$ cat config.mk
export PLATFORM = sky130hd
export DESIGN_NAME = jsp_out_skid_flat
export DESIGN_NICKNAME = d
export VERILOG_FILES = /design/src/hdl/jsp_pkg.sv /design/src/hdl/jsp_if.sv /design/src/hdl/jsp_out_skid.sv /design/src/flat_wrapper.sv
export SDC_FILE = /design/constraint.sdc
export NUM_CORES = 1
export LEC_CHECK = 0
export BUFFER_PORTS_ARGS = -buffer_cell sky130_fd_sc_hd__buf_4
export CORE_AREA = 2 2 76 78
export CTS_CLUSTER_SIZE = 12
export DETAILED_ROUTE_END_ITERATION = 10
export DIE_AREA = 0 0 78 80
export PLACE_DENSITY = 0.87
export SYNTH_ARGS = -nofsm -noshare
export SYNTH_HDL_FRONTEND = slang
export SYNTH_SLANG_ARGS = --single-unit
$ cat constraint.sdc
create_clock -name clk -period 3.4 [get_ports clk]
set_clock_uncertainty 0.05 [all_clocks]
set_input_delay 0.51 -clock clk [delete_from_list [all_inputs] [get_ports clk]]
set_output_delay 0.51 -clock clk [all_outputs]
set_load 0.01 [all_outputs]
$ cat src/hdl/jsp_pkg.sv
// Package with the shared constants and types of the five-point Jacobi stencil.
package jsp_pkg;

    localparam int MAX_WIDTH = 4096;
    localparam int COL_W     = $clog2(MAX_WIDTH);
    localparam int ROW_W     = 16;
    localparam int GW_W      = 13;
    localparam int DATA_W    = 32;
    localparam int SUM_W     = DATA_W + 2;
    localparam int CFG_W     = 16;
    localparam int CFG_IDX_W = 1;

    localparam logic [CFG_IDX_W-1:0] REG_GRID_WIDTH  = 1'd0;
    localparam logic [CFG_IDX_W-1:0] REG_GRID_HEIGHT = 1'd1;

    localparam logic [GW_W-1:0]  GRID_WIDTH_RESET  = 13'd256;
    localparam logic [ROW_W-1:0] GRID_HEIGHT_RESET = 16'd256;

    // Position of the word being accepted and what it produces.
    typedef struct packed {
        logic [COL_W-1:0] col;
        logic [COL_W-1:0] rd_addr;
        logic             emit;
        logic             row_end;
        logic             frame_end;
    } pos_t;

    typedef struct packed {
        logic signed [DATA_W-1:0] value;
        logic                     row_end;
        logic                     frame_end;
    } res_t;

endpackage

$ cat src/hdl/jsp_if.sv


interface jsp_out_if;
    logic                                 valid;
    logic                                 ready;
    logic signed [jsp_pkg::DATA_W-1:0]    value;
    logic                                 row_end;
    logic                                 frame_end;

    modport source (output valid, output value, output row_end, output frame_end, input ready);
    modport sink (input valid, input value, input row_end, input frame_end, output ready);
endinterface

$ cat src/hdl/jsp_out_skid.sv
// Output register with a skid stage for the stencil results.
module jsp_out_skid
(
    input  logic              clk,
    input  logic              rst_n,
    input  logic              push,
    input  jsp_pkg::res_t     res,
    output logic              space,
    jsp_out_if.source         out_ch
);

    logic          main_valid_reg;
    logic          skid_valid_reg;
    jsp_pkg::res_t main_reg;
    jsp_pkg::res_t skid_reg;
    logic          pop;

    assign space            = !skid_valid_reg;
    assign pop              = main_valid_reg && out_ch.ready;
    assign out_ch.valid     = main_valid_reg;
    assign out_ch.value     = main_reg.value;
    assign out_ch.row_end   = main_reg.row_end;
    assign out_ch.frame_end = main_reg.frame_end;

    always_ff @(posedge clk or negedge rst_n)
    begin
        if (!rst_n)
        begin
            main_valid_reg <= 1'b0;
            skid_valid_reg <= 1'b0;
        end
        else
        begin
            if (pop)
            begin
                if (skid_valid_reg)
                begin
                    skid_valid_reg <= 1'b0;
                end
                else
                begin
                    main_valid_reg <= push;
                end
            end
            else if (push)
            begin
                if (main_valid_reg)
                begin
                    skid_valid_reg <= 1'b1;
                end
                else
                begin
                    main_valid_reg <= 1'b1;
                end
            end
        end
    end

    always_ff @(posedge clk)
    begin
        if (pop && skid_valid_reg)
        begin
            main_reg <= skid_reg;
        end
        else if (push && (pop || !main_valid_reg))
        begin
            main_reg <= res;
        end
        else if (push)
        begin
            skid_reg <= res;
        end
    end

    a_skid_behind_main: assert property (@(posedge clk) disable iff (!rst_n)
        skid_valid_reg |-> main_valid_reg)
        else $error("Skid stage holds a word while the output register is empty.");
    a_no_push_when_full: assert property (@(posedge clk) disable iff (!rst_n)
        skid_valid_reg |-> !push)
        else $error("Result pushed while both output stages are full.");
    a_skid_drains: assert property (@(posedge clk) disable iff (!rst_n)
        (skid_valid_reg && pop) |=> (main_valid_reg && !skid_valid_reg))
        else $error("Skid word lost on drain.");

endmodule

$ cat src/flat_wrapper.sv
// flat-port wrapper written by rule: the top's interface ports become plain ports
module jsp_out_skid_flat 
  (clk, rst_n, push, res, space, out_ch_valid, out_ch_value, out_ch_row_end, out_ch_frame_end, out_ch_ready);
  jsp_out_if out_ch_i ();
  input  logic clk;
  input  logic rst_n;
  input  logic push;
  input  jsp_pkg::res_t res;
  output logic space;
  output wire logic [$bits(out_ch_i.valid)-1:0] out_ch_valid;
  output wire logic [$bits(out_ch_i.value)-1:0] out_ch_value;
  output wire logic [$bits(out_ch_i.row_end)-1:0] out_ch_row_end;
  output wire logic [$bits(out_ch_i.frame_end)-1:0] out_ch_frame_end;
  input wire logic [$bits(out_ch_i.ready)-1:0] out_ch_ready;
  assign out_ch_valid = out_ch_i.valid;
  assign out_ch_value = out_ch_i.value;
  assign out_ch_row_end = out_ch_i.row_end;
  assign out_ch_frame_end = out_ch_i.frame_end;
  assign out_ch_i.ready = out_ch_ready;
  jsp_out_skid u_core (.clk(clk), .rst_n(rst_n), .push(push), .res(res), .space(space), .out_ch(out_ch_i));
endmodule
### After elaboration in Yosys (flattened, before gate mapping)

Cells that the tools add are included.

* multipliers: 0
* bitwise logic cells: 2
* reduce and logical (&&, ||, !) cells: 12
* $add $sub $neg: 0
* shift operators: 0
* divide/modulo/power cells: 0
* mux-type cells: 8
* $lt $le $gt $ge: 0
* equal/unequal tests: 1

Operators with widths (number)
* 34-bit 2-to-1 mux: 2
* 1-bit 2-to-1 mux: 6
* 2-bit nonzero test: 3
* 2-bit AND reduction: 2
* 1-bit logical AND: 3
* 3-bit AND reduction: 1
* 1-bit zero test: 2
* 2-bit != test (second input constant): 1
* 1-bit inverter: 2
* 1-bit logical OR: 1

* register bits after elaboration: 70
* output and inout port bits: 36
* memory bits (writable): 0
* latch bits: 0
* ROM bits: 0
* memories: 0
* bits of input ports: 38

### Longest topological paths before layout

* word-level depth: 5
* mapped depth: 3
* mapped depth without buffers: 2

### Worst setup path before layout

OpenSTA, ideal clock, no wires.

* path type: register -> register
* from: reg u_core.main_valid_reg, in the netlist u_core.out_ch.valid
* to: reg u_core.main_reg (netlist bit u_core.out_ch.frame_end) (enable)
* library setup time: 0.437 ns
* path slack: 0.618 ns
* cell stages (with the launch flop): 3
* period minus slack after synthesis: 2.782 ns
* arrival time: 2.295 ns
* path buffers: 0
* cells stage by stage: dfrtp_1 > a21oi_1 > a21oi_1

* longest elaborated chain between the ends: 4
* elaborated cells on any way between the ends: 6
* those cells by class: reduce/logical: 6

Ends and longest elaborated chain
* start: declaration: line jsp_out_skid.sv:12 `logic main_valid_reg;`
* start signal: assignment: line jsp_out_skid.sv:42 `main_valid_reg <= push;`
* 1-bit logical AND or 1-bit zero test (tied branches): line jsp_out_skid.sv:19, jsp_out_skid.sv:65
* 1-bit logical OR: line jsp_out_skid.sv:65 `else if (push && (pop || !main_valid_reg))`
* 1-bit logical AND: line jsp_out_skid.sv:65
* 2-bit nonzero test (no source line) *
* end signal: assignment: line jsp_out_skid.sv:63 `main_reg <= skid_reg;`
* end signal: assignment: line jsp_out_skid.sv:67 `main_reg <= res;`
* end: declaration: line jsp_out_skid.sv:14 `jsp_pkg::res_t main_reg;`

Every way passes the cells marked *; elsewhere a longest branch is shown, timed or not.
A chain may end at the register's enable or synchronous reset.

### Final worst setup path

* from: reg u_core.main_valid_reg, in the netlist u_core.out_ch.valid
* to: reg u_core.main_reg (netlist bit u_core.out_ch.value[17]), data pin

* longest elaborated chain between the ends: 3

Ends and longest elaborated chain
* 1-bit logical AND: line jsp_out_skid.sv:19 `assign pop = main_valid_reg && out_ch.ready;`
* 1-bit logical AND: line jsp_out_skid.sv:61 `if (pop && skid_valid_reg)`
* 34-bit 2-to-1 mux: line jsp_out_skid.sv:61

No other way between the ends.

==> impl_metrics.yaml <==
run_status:
  run_status: "complete, no violations"
setup_path:
  worstReg2RegEnd: "u_core.out_ch.value[17]"
  r2r_slack_ns: 1.44
  crit_type: "reg2reg"
  crit_chain: "nand3_4, mux2_4"
  max_stage_delay_ns: 0.58
  arrival_ns: 1.99
  critPathLaunchType: "flip-flop"
  reg2reg_from: "u_core.out_ch.valid"
  endpoint_kind: "flip-flop"
  path_max_fanout: 34
  rr_worst_depth: 2
  crit_path_end: "u_core.out_ch.value[17]"
  cp.required_ns: 3.43
  cp-startpoint: "u_core.out_ch.valid"
  slowest_stage: "nand3_4"
timing:
  tightest_slew_ns: 0.997
  period_needed_ns: 1.96
  relSlewSlack_pct: 33.4
  clock.fmax_ghz: 0.510
  final-setup-viol-count: 0
  grt_setup_unrepaired: "false"
  hold_viol: 0
  fin_crit_sh_pct: 57.6
  tns_ns: 0
  slew_viol_final: 0
  whs_ns: 0.310
floorplan:
  io_pins: 74
  core_um2: 5410
  num_rows: 27
  start_util_pct: 49.7
  dieArea_um2: 6240
  die_h_um: 80
  die_w_um: 78
drt:
  post_drt_via_cell_ratio: 4.62
  wire_per_inst_um: 14.9
  vias: 1276
  wl_met1_mm: 1.61
  wl_met3_um: 423
  wl_met2_mm: 1.94
  postRouteAntennaNets: 0
  drc: 0
  firstDrtPassIters: 4
  routed_wl_mm: 4.10
  drtIter0Drc: 35
  topRoutingLayerUsed: "met4"
flow_run:
  maxCapViolations: 0
power_and_ir_drop:
  clockPowerShare_pct: 32.0
  vdd_drop_max_mv: 0.352
  p_switching_w: 0.000408
  switching_share_pct: 21.3
  leakagePower_nw: 1.44
  seqPwrFrac_pct: 54.9
  p_per_area_nw_per_um2: 548
  combPwrFrac_pct: 13.1
  p_int_w: 0.00151
synthesis:
  yosys_warnings: 0
  ys_ff_latch: 70
  synth_cells: 117
  synth.distinct_cells: 11
  yosysSeqAreaShare_pct: 77.9
  synth_fp_nets: 155
  synth_top_area_share_pct: 76.0
  avgSynthCellArea_um2: 23.0
  synth_top_cell_by_area: "edfxtp_1"
  synth.area.top_cells: "edfxtp_1, mux2_4, dfrtp_1"
  synth_area_um2: 2690
clocking:
  clockBufferDepth: 2
  tritoncts: "yes"
  clk_latency_ns: 0.33
  cts_root_buffer: "clkbuf_8"
  cts_made_buffers: 9
  clock_sinks: 70
  h-tree-depth: 3
  post_cts_resized: 0
  path_clk_slew_ns: 0.07
global_route:
  grt_pass1_wl_mm: 6.36
  antenna_found_initial: 0
  grt_max_degree: 35
  overflow: 0
  grt_pass1_vias: 1354
  grtUsageTotal_pct: 14.1
layout:
  layout-drive-gt1-share_pct: 60.8
  antenna_cells: 0
  fin_area_um2: 3490
  layout_common_cells: "buf_4, edfxtp_1, mux2_4"
  final_core_util_pct: 64.7
  largest_reg_flops: 34
  final_common_cell: "buf_4"
  nets: 237
  areaGrowthSynthToFinish_pct: 30.1
placed_design:
  placed_cell_area_um2: 3300
  dp_hpwl_mm: 2.84
  io_buffer_count: 73
  gp_congestion: 0.719
min_path:
  min_path_type: "in2reg"
critical path, delay by kind of cell, from the launching register on:
family | cells | cell delay (ns)
simple gates | 1 | 0.58
flops | 1 | 0.55
mux | 1 | 0.50
cells by family after synthesis:
| group | share of synthesized area [%] |
|---|---|
| DFF | 77.9 |
| buffers and inverters | 1.54 |
| AOI/OAI and AO/OA | 1.02 |
| and+or+nand+nor | 1.12 |
| muxes | 18.4 |
area by class of cell:
type	instances	area (um^2)
repair buffers	74	558
inverters	2	7.51
fillers	401	1910
well taps	72	90.1
flip-flops and latches	70	2090
clock buffers	11	131
multi-input cells	42	566
clock inverters	5	50.0
worst min-delay path by stage:
stage	from	slack, ns	to	depth (start not counted)
CTS	res[31]	0.29	u_core.skid_reg[31]	1
detailed placement	rst_n	0.24	u_core.out_ch.valid	1
finish	res[9]	0.31	u_core.skid_reg[9]	1
global placement	rst_n	0.24	u_core.skid_valid_reg	1
global route	res[29]	0.29	u_core.skid_reg[29]	1
floorplan	rst_n	0.16	u_core.out_ch.valid	0
cells in the mapped netlist:
| cell | count |
|---|---|
| nand2b_1 | 1 |
| dfrtp_1 | 2 |
| inv_1 | 2 |
| nand3_4 | 1 |
| a21o_1 | 1 |
| and3_1 | 1 |
| mux2_4 | 30 |
| a21oi_1 | 4 |
| buf_6 | 3 |
| mux2_2 | 4 |
| edfxtp_1 | 68 |
metrics by stage:
step	instances	total power, W	worst slack (ns)
final	276	0.00192	1.44
after CTS	276	0.00194	1.42
after global placement	259	0.00132	1.44
after floorplan	117	0.00120	0.618
after detailed placement	259	0.00133	1.42
after global routing	276	0.00198	1.32
power groups by stage:
stage,combinational (W),sequential (W),clock (W)
after floorplan,0.000111,0.00109,0
after global placement,0.000247,0.00107,0
after detailed placement,0.000254,0.00107,0
after CTS,0.000255,0.00105,0.000632
after global routing,0.000270,0.00106,0.000655
final,0.000250,0.00105,0.000614
repair_timing:
action,4_1_cts,5_1_grt
buffers inserted,0,0
hold endpoints to repair,2,0
hold buffers,1,0
per-layer routing:
metal / up-vias / GRT usage (%)
met3: 12 / 7.24
met4: 0 / 9.65
li1: 623 / -
met2: 53 / 21.7
met1: 588 / 15.1
met5: - / 0
(Power assumes the default switching activity.)
