**config.mk**
```make
export PLATFORM = sky130hd
export DESIGN_NAME = jsp_pos
export DESIGN_NICKNAME = d
export VERILOG_FILES = /design/src/hdl/jsp_pkg.sv /design/src/hdl/jsp_pos.sv
export SDC_FILE = /design/constraint.sdc
export NUM_CORES = 1
export LEC_CHECK = 0
export ABC_AREA = 1
export BUFFER_PORTS_ARGS = -buffer_cell sky130_fd_sc_hd__buf_2
export CAP_MARGIN = 20
export CORE_UTILIZATION = 61
export CTS_BUF_LIST = sky130_fd_sc_hd__clkbuf_4 sky130_fd_sc_hd__clkbuf_8 sky130_fd_sc_hd__clkbuf_16
export DETAILED_ROUTE_END_ITERATION = 6
export PLACE_DENSITY_LB_ADDON = 0.15
export SETUP_SLACK_MARGIN = 0.15
export SYNTH_ARGS = -nofsm -noshare
export SYNTH_HDL_FRONTEND = slang
export SYNTH_SLANG_ARGS = --single-unit
export TNS_END_PERCENT = 30
```
**constraint.sdc**
```tcl
create_clock -name clk -period 3.7 [get_ports clk]
set_input_delay 0.37 -clock clk [delete_from_list [all_inputs] [get_ports clk]]
set_output_delay 0.37 -clock clk [all_outputs]
set_load 0.01 [all_outputs]
```
**src/hdl/jsp_pkg.sv**
```systemverilog
// Package with the shared constants and types of the five-point Jacobi stencil.
package jsp_pkg;

    localparam int MAX_WIDTH = 4096;
    localparam int COL_W     = $clog2(MAX_WIDTH);
    localparam int ROW_W     = 16;
    localparam int GW_W      = 13;
    localparam int DATA_W    = 32;
    localparam int SUM_W     = DATA_W + 2;
    localparam int CFG_W     = 16;
    localparam int CFG_IDX_W = 1;

    localparam logic [CFG_IDX_W-1:0] REG_GRID_WIDTH  = 1'd0;
    localparam logic [CFG_IDX_W-1:0] REG_GRID_HEIGHT = 1'd1;

    localparam logic [GW_W-1:0]  GRID_WIDTH_RESET  = 13'd256;
    localparam logic [ROW_W-1:0] GRID_HEIGHT_RESET = 16'd256;

    // Position of the word being accepted and what it produces.
    typedef struct packed {
        logic [COL_W-1:0] col;
        logic [COL_W-1:0] rd_addr;
        logic             emit;
        logic             row_end;
        logic             frame_end;
    } pos_t;

    typedef struct packed {
        logic signed [DATA_W-1:0] value;
        logic                     row_end;
        logic                     frame_end;
    } res_t;

endpackage

```
**src/hdl/jsp_pos.sv**
```systemverilog
// Grid size registers and the column and row counters of the raster scan.
module jsp_pos
(
    input  logic                            clk,
    input  logic                            rst_n,
    input  logic                            cfg_we,
    input  logic [jsp_pkg::CFG_IDX_W-1:0]   cfg_idx,
    input  logic [jsp_pkg::CFG_W-1:0]       cfg_data,
    input  logic                            accept,
    output jsp_pkg::pos_t                   pos
);

    logic [jsp_pkg::GW_W-1:0]  grid_width_reg;
    logic [jsp_pkg::ROW_W-1:0] grid_height_reg;
    logic [jsp_pkg::COL_W-1:0] col_reg;
    logic [jsp_pkg::COL_W-1:0] col_next;
    logic [jsp_pkg::ROW_W-1:0] row_reg;
    logic [jsp_pkg::ROW_W-1:0] row_next;

    logic [jsp_pkg::GW_W-1:0]  w_eff;
    logic [jsp_pkg::COL_W-1:0] w_m1;
    logic [jsp_pkg::COL_W-1:0] w_m2;
    logic [jsp_pkg::ROW_W-1:0] h_m1;
    logic                      last_col;

    always_comb
    begin
        if (grid_width_reg < 13'd3)
        begin
            w_eff = 13'd3;
        end
        else if (grid_width_reg > 13'(jsp_pkg::MAX_WIDTH))
        begin
            w_eff = 13'(jsp_pkg::MAX_WIDTH);
        end
        else
        begin
            w_eff = grid_width_reg;
        end
        w_m1 = jsp_pkg::COL_W'(w_eff - 13'd1);
        w_m2 = jsp_pkg::COL_W'(w_eff - 13'd2);
        h_m1 = (grid_height_reg < 16'd3) ? 16'd2 : grid_height_reg - 16'd1;
    end

    assign last_col = (col_reg == w_m1);

    always_comb
    begin
        pos.col       = col_reg;
        pos.emit      = (row_reg >= 16'd2) && (col_reg != '0) && (col_reg <= w_m2);
        pos.row_end   = (col_reg == w_m2);
        pos.frame_end = (col_reg == w_m2) && (row_reg == h_m1);
        if (col_reg == w_m2)
        begin
            pos.rd_addr = '0;
        end
        else if (last_col)
        begin
            pos.rd_addr = jsp_pkg::COL_W'(1);
        end
        else
        begin
            pos.rd_addr = col_reg + jsp_pkg::COL_W'(2);
        end
    end

    always_comb
    begin
        col_next = col_reg;
        row_next = row_reg;
        if (cfg_we && (cfg_idx == jsp_pkg::REG_GRID_WIDTH || cfg_idx == jsp_pkg::REG_GRID_HEIGHT))
        begin
            col_next = '0;
            row_next = '0;
        end
        else if (accept)
        begin
            if (last_col)
            begin
                col_next = '0;
                row_next = (row_reg == h_m1) ? '0 : row_reg + 16'd1;
            end
            else
            begin
                col_next = col_reg + jsp_pkg::COL_W'(1);
            end
        end
    end

    always_ff @(posedge clk or negedge rst_n)
    begin
        if (!rst_n)
        begin
            grid_width_reg  <= jsp_pkg::GRID_WIDTH_RESET;
            grid_height_reg <= jsp_pkg::GRID_HEIGHT_RESET;
            col_reg         <= '0;
            row_reg         <= '0;
        end
        else
        begin
            if (cfg_we && cfg_idx == jsp_pkg::REG_GRID_WIDTH)
            begin
                grid_width_reg <= cfg_data[jsp_pkg::GW_W-1:0];
            end
            if (cfg_we && cfg_idx == jsp_pkg::REG_GRID_HEIGHT)
            begin
                grid_height_reg <= cfg_data;
            end
            col_reg <= col_next;
            row_reg <= row_next;
        end
    end

    a_col_in_row: assert property (@(posedge clk) disable iff (!rst_n) col_reg <= w_m1)
        else $error("Column counter ran past the row width.");
    a_row_in_grid: assert property (@(posedge clk) disable iff (!rst_n) row_reg <= h_m1)
        else $error("Row counter ran past the grid height.");

endmodule

```
Yosys cells after proc, flatten, opt, wreduce, memory -nomap -nowiden
Index checks and enable logic that the tools add are counted.
- bits in registers: 57
- input port bits: 21
- output and inout bits: 27
- word-level logic and storage cells: 40
- $add $sub $neg: 6
- magnitude comparators: 5
- equal/unequal tests: 3
- muxes and demuxes: 12
- bitwise gates (word level): 1
- reductions and logical operators: 9
- operators by type and width (cell ; count):
    two-way mux 12 bit ; 7
    two-way mux 16 bit ; 5
    == test 12 bit ; 2
    adder 16 x 1 -> 16 bit, second input constant ; 1
    == test 16 bit ; 1
    greater-or-equal comparator 16 x 2 -> 1 bit, second input constant ; 1
    less-than comparator 16 x 2 -> 1 bit, second input constant ; 1
    subtractor 16 x 1 -> 16 bit, second input constant ; 1
    greater-than comparator 13 bit, second input constant ; 1
    less-than comparator 13 x 2 -> 1 bit, second input constant ; 1
    adder 12 x 1 -> 12 bit, second input constant ; 1
    adder 12 x 2 -> 12 bit, second input constant ; 1
    <= comparator 12 bit ; 1
    nonzero test 12 bit ; 1
    subtractor 12 x 1 -> 12 bit, second input constant ; 1
    subtractor 12 x 2 -> 12 bit, second input constant ; 1
    logical AND 1 bit ; 5
    nonzero test 2 bit ; 2
    AND reduction 2 bit ; 1
    NOT 1 bit ; 1

Depth between registers and ports, before layout
Gate-level depths: netlist of run 1.
- word-level depth: 8
- depth in mapped cells: 23
- mapped depth without buffers: 21

Least setup slack after synthesis of run 1
No wires, ideal clock.
- path type: register -> output
- start: register grid_width_reg[8] in the netlist's numbering
- end: output pos[12] in the netlist's numbering
- data arrival time: 2.796 ns
- slack: 0.534 ns
- cell stages (with the launch flop): 20
- path buffers: 2
- path through: dfstp_2 -> nor2_1 -> nand2_1 -> nor2_1 -> nand2_1 -> nand2_2 -> buf_4 -> nand2_1 -> ha_1 -> inv_1 -> nor2_1 -> nand2_1 -> xor2_1 -> ha_1 -> nand4_1 -> nor3_1 -> nand4_1 -> nand2_1 -> buf_2 -> nor3_1
- RTL lines (element ; line ; source):
    from (decl) ; jsp_pos.sv:13 ; logic [jsp_pkg::GW_W-1:0] grid_width_reg;
    from (signal assigned) ; jsp_pos.sv:94 ; grid_width_reg <= jsp_pkg::GRID_WIDTH_RESET;
    from (signal assigned) ; jsp_pos.sv:103 ; grid_width_reg <= cfg_data[jsp_pkg::GW_W-1:0];
    to (decl) ; jsp_pos.sv:10 ; output jsp_pkg::pos_t pos

==> results of run 1 <==
==> cell usage after synthesis (all sizes together) <==
cell    instances
a211oi          2
inv           101
o21bai          2
or2             1
nor3           12
clkbuf         10
clkinv          1
buf            11
o41ai           2
nand4          14
dfstp           2
xor2           43
a21boi          2
dfrtp          55
nor2           93
a31oi           1
nand3          63
nand2         233
a21oi          20
o22ai           1
ha             21
nand3b          4
o21ai          42
o211ai          2
and3            1
xnor2           6
nor4            6
==> kinds of logic after synthesis <==
group / share of synthesized area [%]
flip-flops: 29.5
buffers and inverters: 10.5
XOR/XNOR: 8.87
AND/OR/NAND/NOR: 37.3
AO/OA/AOI/OAI: 8.35
adder cells (fa/ha/maj): 5.43
==> power groups by stage <==
stage / clock network, mW / registers [mW] / logic (mW)
final: 0.653 / 0.772 / 0.907
after CTS: 0.657 / 0.765 / 0.805
after global placement: 0 / 0.779 / 0.709
after detailed placement: 0 / 0.782 / 0.735
after global routing: 0.685 / 0.778 / 1.01
after floorplan: 0 / 0.763 / 0.532
==> cell type report <==
cell class	instances	area (µm²)	share of cell area [%]
Multi-Input combinational cell	572	3100	53.9
Sequential cell	57	1430	24.8
Timing Repair Buffer	81	504	8.75
Inverter	102	383	6.64
Clock buffer	10	131	2.28
Tap cell	102	128	2.21
Clock inverter	6	82.6	1.43
==> layer usage <==
| layer | global-route usage, % | wire length (µm) | up-vias |
|---|---|---|---|
| met5 | 0 | 0 | - |
| met4 | 16.8 | 512 | 0 |
| met3 | 5.11 | 780 | 50 |
| met2 | 61.0 | 7000 | 229 |
| met1 | 41.7 | 5770 | 2442 |
| li1 | - | - | 2525 |
==> timing repair <==
item / in CTS / in global routing
hold endpoints to repair: 0 / 0
endpoints found under the setup margin: 15 / 21
gates cloned: 1 / 1
pin swaps: 11 / 19
resized for setup: 17 / 44
setup buffers: 18 / 8
==> how the worst max path moves through the flow <==
stage                      startpoint  endpoint  slack [ps]  cells after the start
finish              grid_width_reg[2]    pos[2]          40                     18
global route        grid_width_reg[2]    pos[4]         -80                     20
CTS                 grid_width_reg[9]    pos[2]         150                     18
detailed placement  grid_width_reg[8]    pos[8]          20                     18
global placement    grid_width_reg[8]    pos[6]         270                     18
floorplan           grid_width_reg[8]   pos[12]         530                     19
==> critical path: stages (launching register included) <==
cell     delay (ps)
dfrtp_1         440
nor2_1          130
nand2_1         110
nor2_2          150
nand2_2         100
nand2_4         120
nand2_2         100
ha_4            180
inv_1            90
nor2_4           50
buf_4           120
xor2_1          140
ha_1            310
nand2_2         110
nor3_4          230
nand4_1         120
buf_6           170
a21oi_2         130
buf_2           140
==> metrics by stage <==
stage | hold slack (ps) | utilization [%] | std cells | TNS, ps | power (mW)
after floorplan | 74.4 | - | 751 | 0 | 1.29
after CTS | 90.2 | 72.0 | 921 | 0 | 2.23
after global routing | 118 | 75.0 | 930 | -877 | 2.48
final | 71.7 | 75.0 | 930 | 0 | 2.33
after detailed placement | 453 | 66.7 | 886 | 0 | 1.52
after global placement | 449 | 66.7 | 886 | 0 | 1.49
==> results.md, run 1 <==
- The flow ran to the end, and the final reports show no timing, DRC or antenna violations.
- For the pin with the worst max-slew slack, the measured transition is 873 ps.
- The number of antenna repair diodes is 0.
- The highest fanout seen on the critical path is 7.
- Power spread over the standard cell area amounts to 405 nW/µm².
- The worst clock skew on the final layout is 12.2 ps.
- By area the synthesized netlist is led by dfrtp_1 (28%), nand2_1 (18%), inv_1 (7.8%).
- Counting every instance in the synthesized netlist gives 751.
- At the end of routability-driven placement, the weighted congestion stood at 0.974.
- The share of the synthesized area in the top cell type is 28.4%.
- The capture instance of the worst register-to-register path is row_reg[13].
- The minimum clock period after layout is 3660 ps.
- The count of pins over their slew limit came to 0.
- Synthesis instantiated 35 different standard cells from the library.
- Per report_power, the combinational group accounts for 38.9% of the total.
- The placed wire-length estimate is 9860 µm.
- The die width is 91.1 µm.
- In this run the core area contains 32 standard-cell rows.
- The min-delay analysis places its worst path in the category in -> async.
- The worst setup path is of the reg -> out kind.
- The maximum frequency from static timing analysis is 273 MHz.
- The net count of the mapped netlist is 793.
- Setup repair after global routing could not meet its margin everywhere.
- The longest clock path from root to sink contains 2 buffers.
- The leakage power figure is 3.06 nW.
- Leaving out fill and tap cells, the most frequent cell in the layout is nand2_1.
- The portion of the post-synthesis area used by sequential elements is 29.5%.
- The detailed router finished its first iteration with 348 violations.
- The total congestion overflow is 0.
- The number of warnings reported in the yosys synthesis log is 0.
- The global-route usage over all layers is 34.8%.
- CTS saw 57 sinks.
- The switching share of power is 38.8%.
- The fraction of final layout cells sized beyond drive strength 1 is 17.9%.
- 48 I/O pins were placed.
- The CTS clock-pin slew for the worst setup and hold paths is 80 ps.
- The number of buffers created by CTS is 9.
- The worst pin sits at a relative slew slack of 41.6%.
- The layout has 626 filler cells.
- The worst-skew pair later-pin latency is 340 ps.
- The number of antenna violations at the first check in global routing is 0.
- The number of global-route vias before repair is 4980.
- The depth of the worst register-to-register path is 22.
- In the layout the commonest cells are nand2_1 (212), inv_1 (99), nor2_1 (82), nand3_1 (62), dfrtp_1 (53).
- The worst setup slack after layout is 42.1 ps.
- In this run the clock root is driven by a clkbuf_8.
- TritonCTS built the clock tree.
- The cell type contributing the most total cell area after synthesis is dfrtp_1.
- The required time of the critical path is 3330 ps.
- Setup violations remaining at the end of the flow were counted as 0.
- The register bit count reported by yosys is 57.
- The mean cell area of the mapped netlist is 6.45 µm².
- The aggregate routed wire length is 14100 µm.
- The maximum vdd ir drop is 0.271 mV.
- Prior to clock tree synthesis, the placed netlist has a worst setup slack of 23.4 ps.
- In this run the cell area of the synthesized design comes to 4840 µm².
- The post-detailed-route wirelength per cell is 15.1 µm.
- After routing the design area is 5760 µm².
- The kind of capture point of the worst setup path is an output port.
- The first-pass GRT wire length is 23000 µm.
- The via-per-instance ratio is 5.64.
- The cell-internal power is 1.43 mW.
- The first detailed-routing pass took 6 iterations.
- The starting density of the core is 63.0%.
- The via count of the routed design is 5246.
- The total number of nets in the final design is 865.
- The tool flagged a number of max-cap violations equal to 0.
- The H-tree generated during clock tree synthesis spans 3 levels.
- The startpoint identified for the worst register-to-register timing path is grid_width_reg[2].
- Entering global routing, the biggest net connects 33 pins.
- The part of the power in the clock network is 28.0%.
- The detail route stage leaves a number of antenna-violating nets equal to 0.
- After detailed routing, the number of remaining DRC violations is 0.
- The slack of the worst reg-to-reg path is 450 ps.
- Compared with the post-synthesis result, the final layout area differs by 19.1%.
- The number of buffers inserted by port buffering is 47.
- The number of buffers added to fix hold violations after cts is 0.
- The die covers 8300 µm².
- The final clock period utilization by the worst path is 98.9%.
- STA classifies the critical path startpoint as a flop.
- The number of hold violations in the final report is 0.
- The cell area after placement is 5130 µm².
- The total area inside the core boundary comes to 7690 µm².
- Data on the critical path arrives at its endpoint at 3290 ps.
- In this run the vertical extent of the chip is 91.1 µm.
- The net switching power is 0.904 mW.
- The register share of total power is 33.1%.
Note: power is estimated with default switching activity, not from simulation.
==> run 2, diff against run 1 <==
==> constraint.sdc (replaced) <==
create_clock -name clk -period 3.7 [get_ports clk]
set_input_delay 0.37 -clock clk [delete_from_list [all_inputs] [get_ports clk]]
set_output_delay 0.37 -clock clk [all_outputs]
set_load 0.005 [all_outputs]
==> results.md, run 2 (synthesis results as in run 1) <==
- The met2 track utilization from global routing is 57.6% (was 61.0%).
- RSZ-0062 raised after global routing: yes (unchanged).
- The number of antenna repair diodes is 0 (unchanged).
- The area overhead of the layout relative to synthesis was 18.1% (was 19.1%).
- The cell chosen for the clock root is clkbuf_8 (unchanged).
- The DRC violation count after routing is 0 (unchanged).
- The H-tree level count is 3 (unchanged).
- The kind of capture point of the worst setup path is an output port (unchanged).
- The number of buffers on the longest clock path is 2 (unchanged).
- The capture instance of the worst register-to-register path is row_reg[13] (unchanged).
- The worst clock skew on the final layout is 8.81 ps (was 12.2 ps).
- The number of iterations in the first detailed-routing pass came to 5 (was 6).
- The setup TNS after final layout was 0 ps (unchanged).
- The fraction of final layout cells sized beyond drive strength 1 was 16.5% (was 17.9%).
- The aggregate routed wire length is 13700 µm (was 14100 µm).
- The worst-skew pair later-pin latency is 350 ps (was 340 ps).
- The leakage power figure was 3.05 nW (was 3.06 nW).
- The maximum frequency from static timing analysis is 285 MHz (was 273 MHz).
- The number of antenna violations at the first check in global routing is 0 (unchanged).
- The overall power is 2.24 mW (was 2.33 mW).
- The die height came to 91.1 µm (unchanged).
- The number of buffers created by CTS was 9 (unchanged).
- The number of buffers added to fix hold violations after cts is 0 (unchanged).
- The worst flop-to-flop path startpoint was grid_width_reg[8] (was grid_width_reg[2]).
- The number of global-route vias before repair is 4889 (was 4980).
- The violation count after the first detailed-route iteration is 323 (was 348).
- The category of the most critical setup path is reg -> out (unchanged).
- The first-pass GRT wire length is 22200 µm (was 23000 µm).
- The minimum clock period after layout was 3510 ps (was 3660 ps).
- The total number of nets in the final design is 861 (was 865).
- The final weighted congestion in routability-driven placement is 0.942 (was 0.974).
- The final clock period utilization by the worst path came to 94.7% (was 98.9%).
- The global routing's busiest layer is met2 (unchanged).
- Highest-count cells in the layout ignoring fill and taps: nand2_1 (216), inv_1 (99), nor2_1 (84), nand3_1 (62), dfrtp_1 (53) (was nand2_1 (212), inv_1 (99), nor2_1 (82), nand3_1 (62), dfrtp_1 (53)).
- The power density of the placed cells is 392 nW/µm² (was 405 nW/µm²).
- The core area was 7690 µm² (unchanged).
- The headroom to the max-slew limit was 41.3% (was 41.6%).
- The via-per-instance ratio was 5.58 (was 5.64).
- The global routing usage on met3 came to 5.86% (was 5.11%).
- The number of hold violations in the final report is 0 (unchanged).
- The count of pins over their slew limit is 0 (unchanged).
- The max capacitance violation total is 0 (unchanged).
- The startpoint class of the critical path is a flop (unchanged).
- The depth of the worst register-to-register path was 23 (was 22).
- The post-detailed-route wirelength per cell is 14.8 µm (was 15.1 µm).
- The global-route usage over all layers is 33.6% (was 34.8%).
- The count of final setup violators is 0 (unchanged).
- The highest fanout seen on the critical path was 7 (unchanged).
- Run status: finished clean (unchanged).
- The required time of the critical path is 3330 ps (about the same).
- The count of nets left with antenna violations after detail routing came to 0 (unchanged).
- The starting density of the core is 63.0% (unchanged).
- The class of the tightest hold or removal check was in -> async (unchanged).
- The most common library cell in the layout ignoring fill and taps is nand2_1 (unchanged).
- The arrival time of data at the critical path endpoint is 3140 ps (was 3290 ps).
- The maximum vdd ir drop is 0.305 mV (was 0.271 mV).
- The row count was 32 (unchanged).
- The die width came to 91.1 µm (unchanged).
- The number of buffers inserted by port buffering is 47 (unchanged).
- The slack of the worst reg-to-reg path is 350 ps (was 450 ps).
- The final design utilization is 74.4% (was 75.0%).
- The area of the die is 8300 µm² (unchanged).
- The number of top-level design ports is 48 (unchanged).
- The TritonCTS clock tree was built (unchanged).
- The number of sinks driven by the clock tree came to 57 (unchanged).
- The met1 demand-to-capacity share in global routing was 40.3% (was 41.7%).
- The pin count of the biggest net entering global routing is 33 (unchanged).
- The actual slew at the worst max-slew pin is 878 ps (was 873 ps).
- The CTS clock-pin slew for the worst setup and hold paths came to 60 ps (was 80 ps).
- The total congestion overflow came to 0 (unchanged).
- The via count of the routed design is 5164 (was 5246).
- The placed wire-length estimate came to 9510 µm (was 9860 µm).
run 2: metal layers:
| layer | vias to the layer above | part of all wire, % | wire (µm) |
|---|---|---|---|
| met3 | 52 | 5.4 | 739 |
| met5 | - | 0 | 0 |
| met2 | 201 | 50 | 6880 |
| li1 | 2506 | - | - |
| met1 | 2405 | 41 | 5580 |
| met4 | 0 | 3.6 | 492 |
run 2: what timing repair did:
item | 4_1_cts | 5_1_grt
buffers inserted | 14 | 9
hold endpoints to repair | 0 | 0
pin swaps | 10 | 12
gates resized for setup | 18 | 35
setup endpoints to repair | 15 | 15
cloned | 1 | 1
run 2: critical path: stages, from the launching register on:
cell and delay, ps:
dfstp_2 540, nor2_2 50, nand2_1 80, nor2_1 40
nand2_1 110, nand2_4 110, o21ai_1 180, nand2_2 140
nor2_4 150, nand2_1 70, xnor2_1 130, ha_1 310
nand4_1 170, nor3_4 170, nand4_1 120, buf_6 170
nand2_4 90, nor2_1 40, buf_2 120
run 2: worst max-delay path by stage:
stage | startpoint | endpoint | cells past startpoint
2_1_floorplan | grid_width_reg[8] | pos[12] | 19
3_3_place_gp | grid_width_reg[8] | pos[6] | 18
3_5_place_dp | grid_width_reg[8] | pos[7] | 18
4_1_cts | grid_width_reg[11] | pos[12] | 20
5_1_grt | grid_width_reg[8] | pos[9] | 19
6_report | grid_width_reg[8] | pos[9] | 18
run 2: report_power, final:
group          switching (mW)  internal [mW]  total, mW
Combinational           0.515          0.351      0.866
Clock                   0.257          0.349      0.606
Sequential             0.0863          0.684      0.770
Total                   0.858           1.38       2.24
run 2: stage by stage:
step / setup WS (ps) / instances / hold WS, ps / cell area [µm²]
floorplan: 556 / 751 / 74.4 / 4840
global placement: 272 / 885 / 458 / 5120
detailed placement: 49.7 / 885 / 469 / 5120
CTS: 151 / 915 / 107 / 5480
global route: -15.6 / 925 / 134 / 5720
finish: 195 / 925 / 95.6 / 5720
run 2: cell type report:
cell class                 instances  area [µm²]
sequential                        57        1430
clock inverter                     3        40.0
timing repair buffer              77         494
tap                              102         128
fill                             642        1970
inverter                         102         383
multi-input combinational        572        3080
clock buffer                      12         159
